===== src/rtl/pcbd_pkg.sv =====
// ----------------------------------------------------------------------------
// Port-controlled bank decoder package
// Shared types, codes and reset values for the bank decoder block.
// ----------------------------------------------------------------------------
package pcbd_pkg;

   // Width of the configuration register index.
   localparam int CsrIdxW = 2;

   // Configuration register indexes.
   localparam logic [CsrIdxW-1:0] CSR_CART_PRESENT = 2'd0;
   localparam logic [CsrIdxW-1:0] CSR_CART_MASK    = 2'd1;

   // Reset values of the configuration and processor port registers.
   localparam logic [15:0] CartMaskReset = 16'h1FFF;
   localparam logic [5:0]  PortDirReset  = 6'b101111;
   localparam logic [5:0]  PortValReset  = 6'b110111;

   // Address masks for the fixed-size regions.
   localparam logic [15:0] VideoMask   = 16'h03FF;
   localparam logic [15:0] RomMask     = 16'h1FFF;
   localparam logic [15:0] ChargenMask = 16'h0FFF;
   localparam logic [15:0] CartHighSet = 16'h1000;

   // Access kinds.
   localparam logic OP_READ  = 1'b0;
   localparam logic OP_WRITE = 1'b1;

   // Target regions.
   typedef enum logic [3:0] {
      TGT_RAM     = 4'd0,
      TGT_BASIC   = 4'd1,
      TGT_KERNAL  = 4'd2,
      TGT_CHARGEN = 4'd3,
      TGT_CART    = 4'd4,
      TGT_VIDEO   = 4'd5,
      TGT_SOUND   = 4'd6,
      TGT_COLOUR  = 4'd7,
      TGT_CIA1    = 4'd8,
      TGT_CIA2    = 4'd9,
      TGT_IO1     = 4'd10,
      TGT_IO2     = 4'd11,
      TGT_PORT    = 4'd12
   } target_type;

   // Mapping state seen by the decoder.
   typedef struct packed {
      logic        cart_present;
      logic [15:0] cart_addr_mask;
      logic [5:0]  port_direction;
      logic [5:0]  port_value;
   } map_state_type;

   // Processor port update requested by a decoded write.
   typedef struct packed {
      logic       dir_we;
      logic       val_we;
      logic [5:0] data;
   } port_wr_type;

endpackage


===== src/rtl/pcbd_if.sv =====
// ----------------------------------------------------------------------------
// Bank decoder channel interfaces
// Request, response and configuration channels with valid/ready handshake.
// ----------------------------------------------------------------------------

// Bus access request channel.
interface pcbd_req_if;
   logic        valid;
   logic        ready;
   logic        operation;
   logic [15:0] address;
   logic [7:0]  write_data;

   modport source (output valid, output operation, output address, output write_data,
                   input ready);
   modport sink   (input valid, input operation, input address, input write_data,
                   output ready);
endinterface

// Decode result channel.
interface pcbd_rsp_if;
   logic        valid;
   logic        ready;
   logic [3:0]  target;
   logic [15:0] local_addr;
   logic [7:0]  port_data;

   modport source (output valid, output target, output local_addr, output port_data,
                   input ready);
   modport sink   (input valid, input target, input local_addr, input port_data,
                   output ready);
endinterface

// Configuration write channel.
interface pcbd_csr_if;
   logic                         valid;
   logic                         ready;
   logic [pcbd_pkg::CsrIdxW-1:0] index;
   logic [15:0]                  data;

   modport source (output valid, output index, output data, input ready);
   modport sink   (input valid, input index, input data, output ready);
endinterface


===== src/rtl/pcbd_state.sv =====
// ----------------------------------------------------------------------------
// Bank decoder mapping state
// Holds the cartridge configuration registers and the processor port.
// ----------------------------------------------------------------------------
module pcbd_state (
   input  logic                    clock,
   input  logic                    reset,
   pcbd_csr_if.sink                csr_bus,
   input  pcbd_pkg::port_wr_type   port_wr,
   output pcbd_pkg::map_state_type map_state
);

   logic        cart_present_ff, cart_present_in;
   logic [15:0] cart_mask_ff, cart_mask_in;
   logic [5:0]  port_dir_ff, port_dir_in;
   logic [5:0]  port_val_ff, port_val_in;

   // Configuration writes are always taken.
   assign csr_bus.ready = 1'b1;

   // Configuration register next values; unknown indexes are ignored.
   always_comb begin
      cart_present_in = cart_present_ff;
      cart_mask_in    = cart_mask_ff;
      if (csr_bus.valid) begin
         unique case (csr_bus.index)
            pcbd_pkg::CSR_CART_PRESENT: cart_present_in = csr_bus.data[0];
            pcbd_pkg::CSR_CART_MASK:    cart_mask_in    = csr_bus.data;
            default: ;
         endcase
      end
   end

   // Port writes: direction is replaced, value bits change only where the
   // direction marks them as outputs.
   always_comb begin
      port_dir_in = port_dir_ff;
      port_val_in = port_val_ff;
      if (port_wr.dir_we) begin
         port_dir_in = port_wr.data;
      end
      if (port_wr.val_we) begin
         port_val_in = (port_val_ff & ~port_dir_ff) | (port_wr.data & port_dir_ff);
      end
   end

   always_ff @(posedge clock) begin
      if (reset) begin
         cart_present_ff <= 1'b0;
         cart_mask_ff    <= pcbd_pkg::CartMaskReset;
         port_dir_ff     <= pcbd_pkg::PortDirReset;
         port_val_ff     <= pcbd_pkg::PortValReset;
      end else begin
         cart_present_ff <= cart_present_in;
         cart_mask_ff    <= cart_mask_in;
         port_dir_ff     <= port_dir_in;
         port_val_ff     <= port_val_in;
      end
   end

   assign map_state.cart_present   = cart_present_ff;
   assign map_state.cart_addr_mask = cart_mask_ff;
   assign map_state.port_direction = port_dir_ff;
   assign map_state.port_value     = port_val_ff;

endmodule


===== src/rtl/pcbd_decode.sv =====
// ----------------------------------------------------------------------------
// Bank decoder address map
// Combinational decode of one access into target, offset and port data.
// ----------------------------------------------------------------------------
module pcbd_decode (
   input  logic                    operation,
   input  logic [15:0]             address,
   input  logic [7:0]              write_data,
   input  pcbd_pkg::map_state_type map_state,
   output pcbd_pkg::target_type    target,
   output logic [15:0]             local_addr,
   output logic [7:0]              port_data,
   output pcbd_pkg::port_wr_type   port_wr
);

   logic [1:0]             bank_bits;
   logic                   io_on;
   logic                   is_port;
   logic                   in_cart_low;
   logic                   in_basic;
   logic                   in_io;
   logic                   in_kernal;
   logic [15:0]            cart_low_addr;
   logic [15:0]            cart_high_addr;
   pcbd_pkg::target_type   io_target;
   logic [15:0]            io_addr;

   // Region and mapping qualifiers.
   assign bank_bits   = map_state.port_value[1:0];
   assign io_on       = (bank_bits != 2'b00) && map_state.port_value[2];
   assign is_port     = (address[15:1] == 15'd0);
   assign in_cart_low = (address[15:13] == 3'b100);
   assign in_basic    = (address[15:13] == 3'b101);
   assign in_io       = (address[15:12] == 4'hD);
   assign in_kernal   = (address[15:13] == 3'b111);

   assign cart_low_addr  = address & map_state.cart_addr_mask;
   assign cart_high_addr = (address | pcbd_pkg::CartHighSet) & map_state.cart_addr_mask;

   // I/O window split per 256-byte page.
   always_comb begin
      io_addr = address;
      unique case (address[11:8])
         4'h0, 4'h1, 4'h2, 4'h3: begin
            io_target = pcbd_pkg::TGT_VIDEO;
            io_addr   = address & pcbd_pkg::VideoMask;
         end
         4'h4, 4'h5, 4'h6, 4'h7: io_target = pcbd_pkg::TGT_SOUND;
         4'h8, 4'h9, 4'hA, 4'hB: io_target = pcbd_pkg::TGT_COLOUR;
         4'hC:                   io_target = pcbd_pkg::TGT_CIA1;
         4'hD:                   io_target = pcbd_pkg::TGT_CIA2;
         4'hE:                   io_target = pcbd_pkg::TGT_IO1;
         default:                io_target = pcbd_pkg::TGT_IO2;
      endcase
   end

   // Main map. Writes only reach I/O, else RAM; reads may also hit the port, ROMs or cartridge.
   always_comb begin
      target     = pcbd_pkg::TGT_RAM;
      local_addr = address;
      port_data  = 8'd0;
      if (operation == pcbd_pkg::OP_WRITE) begin
         if (in_io && io_on) begin
            target     = io_target;
            local_addr = io_addr;
         end
      end else if (is_port) begin
         target    = pcbd_pkg::TGT_PORT;
         port_data = {2'b00, address[0] ? map_state.port_value : map_state.port_direction};
      end else if (in_cart_low) begin
         if (map_state.cart_present) begin
            target     = pcbd_pkg::TGT_CART;
            local_addr = cart_low_addr;
         end
      end else if (in_basic) begin
         if (bank_bits == 2'b11) begin
            if (map_state.cart_present) begin
               target     = pcbd_pkg::TGT_CART;
               local_addr = cart_high_addr;
            end else begin
               target     = pcbd_pkg::TGT_BASIC;
               local_addr = address & pcbd_pkg::RomMask;
            end
         end
      end else if (in_io) begin
         if (io_on) begin
            target     = io_target;
            local_addr = io_addr;
         end else if (bank_bits != 2'b00) begin
            target     = pcbd_pkg::TGT_CHARGEN;
            local_addr = address & pcbd_pkg::ChargenMask;
         end
      end else if (in_kernal) begin
         if (bank_bits[1]) begin
            if (map_state.cart_present) begin
               target     = pcbd_pkg::TGT_CART;
               local_addr = cart_high_addr;
            end else begin
               target     = pcbd_pkg::TGT_KERNAL;
               local_addr = address & pcbd_pkg::RomMask;
            end
         end
      end
   end

   // Port register update request; the caller qualifies it with the handshake.
   assign port_wr.dir_we = (operation == pcbd_pkg::OP_WRITE) && is_port && !address[0];
   assign port_wr.val_we = (operation == pcbd_pkg::OP_WRITE) && is_port && address[0];
   assign port_wr.data   = write_data[5:0];

endmodule


===== src/rtl/port_controlled_bank_decoder_top.sv =====
// ----------------------------------------------------------------------------
// Port-controlled bank decoder
// Maps each bus access to a target region and offset under processor port
// and cartridge control.
// ----------------------------------------------------------------------------
// Usage:
//   req_bus carries one bus access per item (operation, address, write_data).
//   rsp_bus returns one item per access: target, local_addr and port_data.
//   csr_bus writes cart_present (index 0) and cart_addr_mask (index 1); it is
//   always ready and should only be written while no access is in flight.
// Path: an accepted request is held in the input register, decoded there and
//   then held in the result register until rsp_bus takes it.
// Throughput: one item per cycle while rsp_bus.ready stays high; the decode is a
//   single pass of shallow logic between the two registers and the port
//   update lands in the same cycle, so the next access already sees it.
// Stalls: when rsp_bus.ready is low the result register holds and the input
//   register still takes one more item; further requests wait on
//   req_bus.ready.
// Reset: synchronous, active high. Both pipeline registers empty, port
//   direction 0x2F, port value 0x37, no cartridge, cartridge mask 0x1FFF.
// ----------------------------------------------------------------------------
module port_controlled_bank_decoder_top (
   input  logic      clock,
   input  logic      reset,
   pcbd_req_if.sink   req_bus,
   pcbd_rsp_if.source rsp_bus,
   pcbd_csr_if.sink   csr_bus
);

   logic                    in_valid_ff, in_valid_in;
   logic                    in_op_ff;
   logic [15:0]             in_addr_ff;
   logic [7:0]              in_data_ff;
   logic                    out_valid_ff, out_valid_in;
   logic [3:0]              out_target_ff;
   logic [15:0]             out_addr_ff;
   logic [7:0]              out_pdata_ff;
   logic                    out_load;
   logic                    dec_fire;
   logic                    req_take;
   pcbd_pkg::map_state_type map_state;
   pcbd_pkg::port_wr_type   dec_port_wr;
   pcbd_pkg::port_wr_type   port_wr;
   pcbd_pkg::target_type    dec_target;
   logic [15:0]             dec_addr;
   logic [7:0]              dec_pdata;

   // Pipeline flow control.
   assign out_load      = !out_valid_ff || rsp_bus.ready;
   assign dec_fire      = in_valid_ff && out_load;
   assign req_bus.ready = !in_valid_ff || out_load;
   assign req_take      = req_bus.valid && req_bus.ready;

   assign in_valid_in  = req_take || (in_valid_ff && !out_load);
   assign out_valid_in = dec_fire || (out_valid_ff && !rsp_bus.ready);

   // Mapping state: configuration registers and processor port.
   pcbd_state u_state (
      .clock     (clock),
      .reset     (reset),
      .csr_bus   (csr_bus),
      .port_wr   (port_wr),
      .map_state (map_state)
   );

   // Address decode of the item in the input register.
   pcbd_decode u_decode (
      .operation  (in_op_ff),
      .address    (in_addr_ff),
      .write_data (in_data_ff),
      .map_state  (map_state),
      .target     (dec_target),
      .local_addr (dec_addr),
      .port_data  (dec_pdata),
      .port_wr    (dec_port_wr)
   );

   // Port updates commit only when the item moves to the result register.
   assign port_wr.dir_we = dec_port_wr.dir_we && dec_fire;
   assign port_wr.val_we = dec_port_wr.val_we && dec_fire;
   assign port_wr.data   = dec_port_wr.data;

   // Valid flags.
   always_ff @(posedge clock) begin
      if (reset) begin
         in_valid_ff  <= 1'b0;
         out_valid_ff <= 1'b0;
      end else begin
         in_valid_ff  <= in_valid_in;
         out_valid_ff <= out_valid_in;
      end
   end

   // Input register payload.
   always_ff @(posedge clock) begin
      if (req_take) begin
         in_op_ff   <= req_bus.operation;
         in_addr_ff <= req_bus.address;
         in_data_ff <= req_bus.write_data;
      end
   end

   // Result register payload.
   always_ff @(posedge clock) begin
      if (dec_fire) begin
         out_target_ff <= dec_target;
         out_addr_ff   <= dec_addr;
         out_pdata_ff  <= dec_pdata;
      end
   end

   assign rsp_bus.valid      = out_valid_ff;
   assign rsp_bus.target     = out_target_ff;
   assign rsp_bus.local_addr = out_addr_ff;
   assign rsp_bus.port_data  = out_pdata_ff;

   // A port result only comes from address 0 or 1.
   a_port_addr : assert property (@(posedge clock) disable iff (reset)
      out_valid_ff && (out_target_ff == pcbd_pkg::TGT_PORT) |-> (out_addr_ff[15:1] == 15'd0))
      else $error("port target with address above 1");

   // Port data is zero unless the processor port was read.
   a_pdata_zero : assert property (@(posedge clock) disable iff (reset)
      out_valid_ff && (out_target_ff != pcbd_pkg::TGT_PORT) |-> (out_pdata_ff == 8'd0))
      else $error("port data set on a non-port result");

   // Video offsets stay inside the 1 KB register window.
   a_video_mask : assert property (@(posedge clock) disable iff (reset)
      out_valid_ff && (out_target_ff == pcbd_pkg::TGT_VIDEO) |-> (out_addr_ff[15:10] == 6'd0))
      else $error("video offset outside its window");

   // The port value only changes after a committed write to address 1.
   a_port_stable : assert property (@(posedge clock) disable iff (reset)
      !port_wr.val_we |=> $stable(map_state.port_value))
      else $error("port value changed without a port write");

   // A stalled result is held in the result register, not lost.
   a_no_overrun : assert property (@(posedge clock) disable iff (reset)
      out_valid_ff && !rsp_bus.ready |=> out_valid_ff)
      else $error("stalled result lost");

endmodule


===== src/flat_wrapper.sv =====
// flat-port wrapper written by rule: the top's interface ports become plain ports
module port_controlled_bank_decoder_top_flat 
  (clock, reset, req_bus_valid, req_bus_operation, req_bus_address, req_bus_write_data, req_bus_ready, rsp_bus_valid, rsp_bus_target, rsp_bus_local_addr, rsp_bus_port_data, rsp_bus_ready, csr_bus_valid, csr_bus_index, csr_bus_data, csr_bus_ready);
  pcbd_req_if req_bus_i ();
  pcbd_rsp_if rsp_bus_i ();
  pcbd_csr_if csr_bus_i ();
  input  logic clock;
  input  logic reset;
  input wire logic [$bits(req_bus_i.valid)-1:0] req_bus_valid;
  input wire logic [$bits(req_bus_i.operation)-1:0] req_bus_operation;
  input wire logic [$bits(req_bus_i.address)-1:0] req_bus_address;
  input wire logic [$bits(req_bus_i.write_data)-1:0] req_bus_write_data;
  output wire logic [$bits(req_bus_i.ready)-1:0] req_bus_ready;
  output wire logic [$bits(rsp_bus_i.valid)-1:0] rsp_bus_valid;
  output wire logic [$bits(rsp_bus_i.target)-1:0] rsp_bus_target;
  output wire logic [$bits(rsp_bus_i.local_addr)-1:0] rsp_bus_local_addr;
  output wire logic [$bits(rsp_bus_i.port_data)-1:0] rsp_bus_port_data;
  input wire logic [$bits(rsp_bus_i.ready)-1:0] rsp_bus_ready;
  input wire logic [$bits(csr_bus_i.valid)-1:0] csr_bus_valid;
  input wire logic [$bits(csr_bus_i.index)-1:0] csr_bus_index;
  input wire logic [$bits(csr_bus_i.data)-1:0] csr_bus_data;
  output wire logic [$bits(csr_bus_i.ready)-1:0] csr_bus_ready;
  assign req_bus_i.valid = req_bus_valid;
  assign req_bus_i.operation = req_bus_operation;
  assign req_bus_i.address = req_bus_address;
  assign req_bus_i.write_data = req_bus_write_data;
  assign req_bus_ready = req_bus_i.ready;
  assign rsp_bus_valid = rsp_bus_i.valid;
  assign rsp_bus_target = rsp_bus_i.target;
  assign rsp_bus_local_addr = rsp_bus_i.local_addr;
  assign rsp_bus_port_data = rsp_bus_i.port_data;
  assign rsp_bus_i.ready = rsp_bus_ready;
  assign csr_bus_i.valid = csr_bus_valid;
  assign csr_bus_i.index = csr_bus_index;
  assign csr_bus_i.data = csr_bus_data;
  assign csr_bus_ready = csr_bus_i.ready;
  port_controlled_bank_decoder_top u_core (.clock(clock), .reset(reset), .req_bus(req_bus_i), .rsp_bus(rsp_bus_i), .csr_bus(csr_bus_i));
endmodule

===== config.mk =====
export PLATFORM = sky130hd
export DESIGN_NAME = port_controlled_bank_decoder_top_flat
export DESIGN_NICKNAME = d
export VERILOG_FILES = /design/src/rtl/pcbd_pkg.sv /design/src/rtl/pcbd_if.sv /design/src/rtl/pcbd_state.sv /design/src/rtl/pcbd_decode.sv /design/src/rtl/port_controlled_bank_decoder_top.sv /design/src/flat_wrapper.sv
export SDC_FILE = /design/constraint.sdc
export NUM_CORES = 1
export LEC_CHECK = 0
export BUFFER_PORTS_ARGS = -buffer_cell sky130_fd_sc_hd__buf_4
export CAP_MARGIN = 30
export CORE_ASPECT_RATIO = 0.9
export CORE_UTILIZATION = 53
export DETAILED_ROUTE_END_ITERATION = 16
export PLACE_DENSITY_LB_ADDON = 0.2
export SYNTH_ARGS = -nofsm -noshare
export SYNTH_HDL_FRONTEND = slang
export SYNTH_SLANG_ARGS = --single-unit

===== constraint.sdc =====
create_clock -name clock -period 2.4 [get_ports clock]
set_input_delay 0.24 -clock clock [delete_from_list [all_inputs] [get_ports clock]]
set_output_delay 0.24 -clock clock [all_outputs]
set_load 0.01 [all_outputs]

==> results.py <==
metrics = {
    "floorplanning": {
        "die_h_um": 78.36,
        "dieArea_um2": 6804,
        "initial_core_util_pct": 55.54,
        "core_area_um2": 6182,
        "rows": 27,
        "ioPinCount": 79,
        "die_w_um": 86.84,
    },
    "outcome": {
        "status": "finished, final reports clean",
    },
    "grt": {
        "antenna_found_initial": 0,
        "grt_overflow": 0,
        "grt_pass1_wl_mm": 12.10,
        "grt_pass1_vias": 2398,
        "grt_max_degree": 27,
        "grtUsageTotal_pct": 23.58,
    },
    "detailed_routing": {
        "routedWlPerCell_um": 16.47,
        "drtAntennaViolNets": 0,
        "vias_per_cell": 5.817,
        "drtIter0Drc": 253,
        "drc": 0,
        "first_pass_iters": 5,
        "vias": 2705,
        "wirelength_mm": 7.659,
    },
    "synthesis": {
        "synth_most_common_cell": "edfxtp_1",
        "synth.yosys.seq_area_share_pct": 60.93,
        "yosysWarnings": 0,
        "syn_inst": 303,
        "ys_top_cells_by_count": "edfxtp_1, nand2_1, nand3_1, dfxtp_1, o21a_1",
        "ys_seq_elements": 80,
        "async_reset_ff_share_pct": 0,
        "synth_edf_count": 49,
        "synth_cell_types": 50,
        "ys.flop_type": "edfxtp_1",
        "avgSynthCellArea_um2": 11.33,
        "synthTopCellsByArea": "edfxtp_1, dfxtp_1, nand3_1, nand2_1, o21a_1",
        "syn_area_um2": 3433,
        "synth_top_area_share_pct": 42.86,
        "yosysTopAreaCell": "edfxtp_1",
    },
    "timing": {
        "worst_slew_pin_slew_ns": 0.6544,
        "slew_viol_final": 0,
        "setup_tns_ns": 0,
        "period_minus_slack_ns": 2.079,
        "period_share_pct": 86.61,
        "rsz0062_at_grt": "no",
        "slew_headroom_pct": 56.37,
        "hold_violations": 0,
        "fin_skew_ns": 0.008096,
        "max_freq_mhz": 481.1,
        "setup_viol": 0,
    },
    "final_layout": {
        "layout-drive-gt1-share_pct": 29.10,
        "final_util_pct": 69.50,
        "syn_to_final_growth_pct": 25.15,
        "multi_input_area_um2": 1226,
        "regArea_um2": 2092,
        "finalNetCount": 421,
        "antenna_cells": 0,
        "num-fill-cells": 477,
    },
    "power": {
        "p_per_area_nw_per_um2": 701.7,
        "p_leak_nw": 1.638,
        "ir_drop_v": 0.0003713,
    },
    "worst_setup_path": {
        "cp-end-kind": "flop",
        "cp_max_fo": 18,
        "rr_worst_depth": 4,
        "regToRegStartpoint": "u_core.in_addr_ff[13]$_DFFE_PP_",
        "start_kind": "flop",
        "regToRegSetupSlack_ns": 0.32,
        "arrival_ns": 2.29,
        "rr_endpoint": "u_core.rsp_bus.target[2]$_DFFE_PP_",
        "crit_required_ns": 2.61,
        "critical_path_class": "flop to flop",
    },
    "clocking": {
        "cts_resized": 0,
        "cts_num_sinks": 80,
        "hold_buffers": 0,
        "clock_latency_ns": 0.35,
        "cts-root-buf": "clkbuf_8",
        "cts_setup_buffers": 0,
        "clk_pin_slew_ns": 0.08,
        "clk_path_buf_depth": 2,
        "cts_tree": "built",
        "htree_num_levels": 3,
        "cts_buffers": 9,
    },
    "placement": {
        "routabilityCongestion": 0.8904,
        "hpwlAfterDp_mm": 5.135,
        "numPortBuffers": 73,
    },
    "min_path": {
        "worstHoldPathType": "input port to flop",
        "hold_path_depth": 1,
        "whs_endpoint": "u_core.in_addr_ff[7]$_DFFE_PP_",
        "hold_start": "req_bus_address[7]",
    },
    "flow_run": {
        "max_cap_viol_count": 0,
    },
}
-- flip-flops by register name (all words and copies together), names as in the netlist, named ones only --
signal / count
u_core.in_addr_ff: 16
u_core.in_data_ff: 6
u_core.in_valid_ff: 1
u_core.u_state.port_dir_ff: 6
u_core.u_state.cart_mask_ff: 16
u_core.rsp_bus.valid: 1
u_core.rsp_bus.local_addr: 16
u_core.in_op_ff: 1
u_core.rsp_bus.target: 4
u_core.rsp_bus.port_data: 6
u_core.u_state.cart_present_ff: 1
-- through the flow --
stage | std cells | hold WS, ns | area [um^2] | total power, mW | worst slack [ns]
after global placement | 448 | 0.4185 | 4028 | 1.831 | 0.4199
after floorplan | 304 | 0.3343 | 3437 | 1.713 | 0.3810
after global routing | 465 | 0.04930 | 4297 | 3.098 | 0.1870
after detailed placement | 448 | 0.4194 | 4028 | 1.839 | 0.3541
after CTS | 464 | 0.05469 | 4269 | 3.011 | 0.3345
final | 465 | 0.05807 | 4297 | 3.015 | 0.3214
-- metal layers --
metal / vias up / GRT usage [%] / part of all wire [%]
li1: 1260 / - / -
met1: 1265 / 33.08 / 43
met2: 164 / 36.61 / 47
met3: 16 / 4.837 / 8.5
met4: 0 / 7.833 / 1.4
met5: - / 0 / 0
-- worst max path at each step --
stage	from	endpoint	slack, ns	cells past startpoint
finish	u_core.in_addr_ff[13]$_DFFE_PP_	u_core.rsp_bus.target[2]$_DFFE_PP_	0.32	4
global route	u_core.in_addr_ff[13]$_DFFE_PP_	u_core.rsp_bus.target[2]$_DFFE_PP_	0.19	4
CTS	u_core.in_addr_ff[13]$_DFFE_PP_	u_core.rsp_bus.target[3]$_DFFE_PP_	0.33	4
detailed placement	u_core.in_addr_ff[13]$_DFFE_PP_	u_core.rsp_bus.target[2]$_DFFE_PP_	0.35	4
global placement	u_core.in_addr_ff[13]$_DFFE_PP_	u_core.rsp_bus.target[2]$_DFFE_PP_	0.42	4
floorplan	u_core.rsp_bus.valid$_SDFF_PP0_	u_core.rsp_bus.local_addr[0]$_DFFE_PP_	0.38	2
-- report_power, final --
group / internal, mW / switching (mW) / total (mW)
combinational: 0.125 / 0.123 / 0.248
clock: 0.693 / 0.503 / 1.20
sequential: 1.52 / 0.0491 / 1.57
-- cells by family after synthesis --
kind of cell / synth area share, %
compound gates: 13.92
buf+inv: 3.535
flops: 60.93
mux: 1.749
other cells: 0.2187
simple gates: 19.64
-- worst max-delay path: stages, from the launching register on --
cell and delay, ns:
edfxtp_1 0.59, nor4_4 0.40, nand3_4 0.23, or3_1 0.55, nand3_1 0.17
-- final cells by class --
class                   instances  share of cell area (%)
flip-flops and latches         80                   48.69
multi-input cells             198                   28.54
repair buffers                 78                   14.09
clock buffers                   9                   2.883
clock inverters                 7                   2.737
well taps                      87                   2.533
inverters                       6                  0.5242
-- placed cells by master (no fill, tap or decap), types with 3 or more instances in the layout --
master     synthesis  layout
buf_4              3      77
edfxtp_1          49      49
nand2_1           39      39
nand3_1           37      37
dfxtp_1           31      31
o21a_1            13      13
o21ai_0           11      11
a21oi_1            9       9
clkbuf_8           0       9
nor2_2             6       7
mux2i_1            6       6
inv_1              5       5
nor3_1             5       5
o31a_1             5       5
a211o_1            5       5
o32ai_1            4       4
nor2_1             5       4
nor4_4             3       3
and2_1             3       3
a21boi_0           3       3
nor2b_1            3       3
nand2b_1           3       3
a31oi_1            3       3
nor4_1             3       3
conb_1             2       3
bufinv_16          0       3
Power figures use the tool's default switching activity.
